**src/rtl/gcds_pkg.sv**
```systemverilog
`timescale 1ns / 1ps
`default_nettype none
package gcds_pkg;
  localparam int unsigned CfgIdxW = 2;
  localparam int unsigned CfgDataW = 34;
  localparam logic [CfgIdxW-1:0] RegGridSize = 2'd0;
  localparam logic [CfgIdxW-1:0] RegCellPitch = 2'd1;
  localparam logic [CfgIdxW-1:0] RegCutoffSq = 2'd2;
  localparam int unsigned SumW = 48;
  localparam int unsigned TotalW = 63;
  localparam int unsigned GridW = 7;

  // Commands from the controller to the datapath.
  typedef struct packed {
    logic load;      // capture particle and clear the sum
    logic step;      // evaluate one cell and accumulate
    logic finish;    // fold the sum into the total
  } gcds_cmd_t;

  // Status back to the controller.
  typedef struct packed {
    logic sqrt_busy;
  } gcds_sts_t;
endpackage
`default_nettype wire

```
**src/rtl/gcds_ctrl.sv**
```systemverilog
`timescale 1ns / 1ps
`default_nettype none
// Sequencer: load, walk the cells, finish, present the result.
module gcds_ctrl (
  input  wire logic                 clk_i,
  input  wire logic                 rst_ni,
  input  wire logic                 in_valid_i,
  output logic                      in_stall_o,
  output logic                      out_valid_o,
  input  wire logic                 out_stall_i,
  input  wire gcds_pkg::gcds_sts_t  sts_i,
  input  wire logic                 cells_done_i,
  output gcds_pkg::gcds_cmd_t       cmd_o
);
  typedef enum logic [1:0] {StIdle, StWalk, StDrain, StFinish} state_e;
  state_e state_q;
  logic   out_v_q;

  // A new item may start while the previous result still waits in the output registers.
  logic accept;
  assign accept = in_valid_i && (state_q == StIdle);

  always_comb begin
    cmd_o.load   = accept;
    cmd_o.step   = (state_q == StWalk) && !sts_i.sqrt_busy;
    cmd_o.finish = (state_q == StFinish);
  end

  always_ff @(posedge clk_i or negedge rst_ni) begin
    if (!rst_ni) begin
      state_q <= StIdle;
      out_v_q <= 1'b0;
    end else begin
      if (out_v_q && !out_stall_i) out_v_q <= 1'b0;
      unique case (state_q)
        StIdle:   if (accept) state_q <= StWalk;
        StWalk:   if (cells_done_i) state_q <= StDrain;
        // Finish overwrites the output registers, so it waits for the old result to leave.
        StDrain:  if (!sts_i.sqrt_busy && !out_v_q) state_q <= StFinish;
        StFinish: begin
          state_q <= StIdle;
          out_v_q <= 1'b1;
        end
        default:  state_q <= StIdle;
      endcase
    end
  end

  assign in_stall_o  = (state_q != StIdle);
  assign out_valid_o = out_v_q;
endmodule
`default_nettype wire

```
**config.mk**
```make
export PLATFORM = sky130hd
export DESIGN_NAME = gcds_ctrl
export DESIGN_NICKNAME = d
export VERILOG_FILES = /design/src/rtl/gcds_pkg.sv /design/src/rtl/gcds_ctrl.sv
export SDC_FILE = /design/constraint.sdc
export NUM_CORES = 1
export LEC_CHECK = 0
export CAP_MARGIN = 20
export CORE_AREA = 2 2 39 41
export DETAILED_ROUTE_END_ITERATION = 16
export DIE_AREA = 0 0 41 43
export DONT_BUFFER_PORTS = 1
export GPL_TIMING_DRIVEN = 0
export HOLD_SLACK_MARGIN = 0.08
export PLACE_DENSITY_LB_ADDON = 0.25
export SYNTH_ARGS = -nofsm -noshare
export SYNTH_HDL_FRONTEND = slang
export SYNTH_SLANG_ARGS = --single-unit
```
**constraint.sdc**
```tcl
create_clock -name clk_i -period 1.8 [get_ports clk_i]
set_clock_uncertainty 0.15 [all_clocks]
set_input_delay 0.27 -clock clk_i [delete_from_list [all_inputs] [get_ports clk_i]]
set_output_delay 0.27 -clock clk_i [all_outputs]
set_load 0.03 [all_outputs]
```
==> impl_results.md <==
- Syn Std Cell Area: ~220 µm²
- Worst path depth: 3
- Clock sinks: 3
- Core Region: 0.001384 mm²
- Worst setup path end: cmd_o[1]
- Routability Congestion: 0.5987
- Initial antenna violation count: 0
- Die ar.: 0.001763 mm²
- Final count of hold timing violations: 0
- Sequential-to-total area share from yosys stat: about a third
- Final setup viols: 0
- All-Layer GR Usage: ~6.3%
- Switch Pwr: about 0.00028 W
- Number of global-route vias before repair: around 190
- Req. time, crit path: 1.38 ns
- Hpwl dp: about 330 µm
- R2R setup slack: 0.20 ns
- R2R depth: 5
- Routed Antenna Nets: 0
- Top Usage Layer GRT: met4
- Pleak: 0.1441 nW
- Share of cells above drive strength 1: ~35%
- Syn Inst Count: 20
- Initial core utilization: 15.73%
- FP Rows: 14
- Arr. time, crit path: 1.22 ns
- Pre-Repair DR Iteration Count: 2
- Area Growth Syn to Fin: 31.61%
- DIE HEIGHT: 43 µm
- Commonest cells after routing, fill and taps aside: ha_1 (4), clkbuf_4 (3), dfrtp_1 (3), inv_1 (2), dlygate4sd3_1 (2)
- Final min period: roughly 1.6 ns
- Reg-to-Reg Start: state_q[0]
- PwrDens: 2087 mW/mm²
- GRT overflow: 0
- Vias post-DR: 164
- Hold Crit Class: input port to async pin
- Unrepaired setup endpoints after global routing: false
- Ant. Diodes: 0
- First-pass GRT wire length: 648 µm
- Worst Setup SP: state_q[1]
- Htree depth: 1
- Switch share: 46.03%
- GRT met1 Usage: 5.825%
- Crit Path Class: register to primary output
- Cell breakdown of the critical path: inv_1, ha_1, nor2b_2
- Setup_tns: 0 ns
- Seq pwr share: 26.9%
- Number of synthesized register bits: 3
- Int Power: around 0.00032 W
- Slew Viols, Final: 0
- Cts bufs inserted: 3
- Comb pwr share: between 50 and 60%
- Worst Tran Pin Value: 0.3712 ns
- Nets: 37
- Reg clk slew, reported paths: about 0.040 ns
- Commonest non-fill, non-tap cell in the layout: ha_1
- Worst Setup End Kind: primary output
- Distinct cells, synth: 14
- Global routing usage on met2: 6.875%
- Vias per cell: 3.905
- Critical-path top delay cell: dfrtp_1
- DRC violations left: 0
- Met3 usage: 4.188%
- Tot Pwr: 0.0005979 W
- Slew headroom: between 70% and 80%
- RR Endpoint: state_q[1]
- Avg Cell Area, Syn: 10.89 µm²
- Critical path's top delay family: flip-flops
- Skew-Pair Late Insertion Delay: 0.23 ns
- Max-Cap Viols: 0
- Syn_nets: 30
- CTS Root Cell: clkbuf_4
- WL/cell: 9.619 µm
- Final wirelength: 404 µm
- Iteration-0 DRC Markers: 1
- Tcrit/Tclk final: 91.08%
- Largest net degree at the start of global routing: 5
- IO Pins: 11
- Maximum clock frequency: 610.0 MHz
- Critical Path Fanout Max: 4
- Number of port buffers: 0
- CTS Buffer Depth: 2
- Status: finished clean
- Worst VDD drop: around 0.00061 V
- Clk pwr share: 19.6%
- Synth warn: 0
- Worst Setup Start Kind: register
- Crit path largest cell delay: 0.40 ns
- CTS tree: built
- Worst path bufs/invs: 1
- Die width: 41 µm
## state kept, by name, summed over array words and instances (netlist names)
name	count
state_q	2
out_valid_o	1
## worst min path at each step
stage | to | cells past startpoint
finish | state_q[0] | 1
global route | state_q[0] | 1
CTS | state_q[0] | 1
detailed placement | out_valid_o | 0
global placement | out_valid_o | 0
floorplan | out_valid_o | 0
## layer usage
metal	wire (µm)	up-vias
li1	-	75
met1	132	72
met2	155	15
met3	97	2
met4	19	0
met5	0	-
## worst reg2reg max path: stages (launching register included)
cell	delay (ns)
dfrtp_1	0.39
inv_1	0.11
ha_1	0.20
inv_2	0.11
o211ai_2	0.21
mux2_4	0.32
## cell families (layout without fill, tap and decap cells)
kind of cell,count (synthesis),after routing,share of synthesized area (%)
AOI/OAI and AO/OA,4,4,16.67
adders and majority gates,4,4,22.99
DFF,3,3,34.48
muxes,1,1,6.895
and+or+nand+nor,4,4,10.35
buffers and inverters,4,10,8.622
## per-stage QoR
step	utilization, %	hold WS, ns	worst slack (ns)	cell area, µm²	std cells
after floorplan	-	-0.1756	0.2723	217.7	20
after global placement	17.18	-0.1755	0.2274	237.7	36
after detailed placement	17.18	-0.1755	0.1892	237.7	36
after CTS	20.71	0.1347	0.1341	286.5	42
after global routing	20.71	0.1392	0.06701	286.5	42
final	20.71	0.1387	0.1605	286.5	42
## cell type report
class / instances / area [µm²]
plain buffers: 1 / 7.507
inverters: 3 / 11.26
clock buffers: 4 / 26.28
fillers: 157 / 1097
well taps: 16 / 20.02
repair buffers: 2 / 20.02
flip-flops and latches: 3 / 75.07
multi-input cells: 13 / 126.4
## cell usage after synthesis
cell      number  area share [%]
nor2b_1        1             2.9
a21o_1         1             3.4
ha_1           4              23
and2_1         1             2.9
buf_4          1             3.4
o21ai_2        1             4.0
nand2b_1       1             2.9
mux2_4         1             6.9
inv_2          1             1.7
nor2_1         1             1.7
a22oi_1        1             3.4
dfrtp_1        3              34
o211ai_2       1             5.7
inv_1          2             3.4
## power groups by stage
stage / logic, W / clock network (W) / registers, W
floorplan: 0.000280 / 0 / 0.000153
global placement: 0.000303 / 0 / 0.000159
detailed placement: 0.000316 / 0 / 0.000163
CTS: 0.000327 / 0.000124 / 0.000161
global route: 0.000360 / 0.000130 / 0.000168
finish: 0.000320 / 0.000117 / 0.000161
## timing repair
action,CTS,global route
hold buffers,2,0
buffers inserted,0,0
endpoints found under the hold margin,4,0
resized for setup,1,0
endpoints found under the setup margin,1,0
Note: power is estimated with default switching activity, not from simulation.
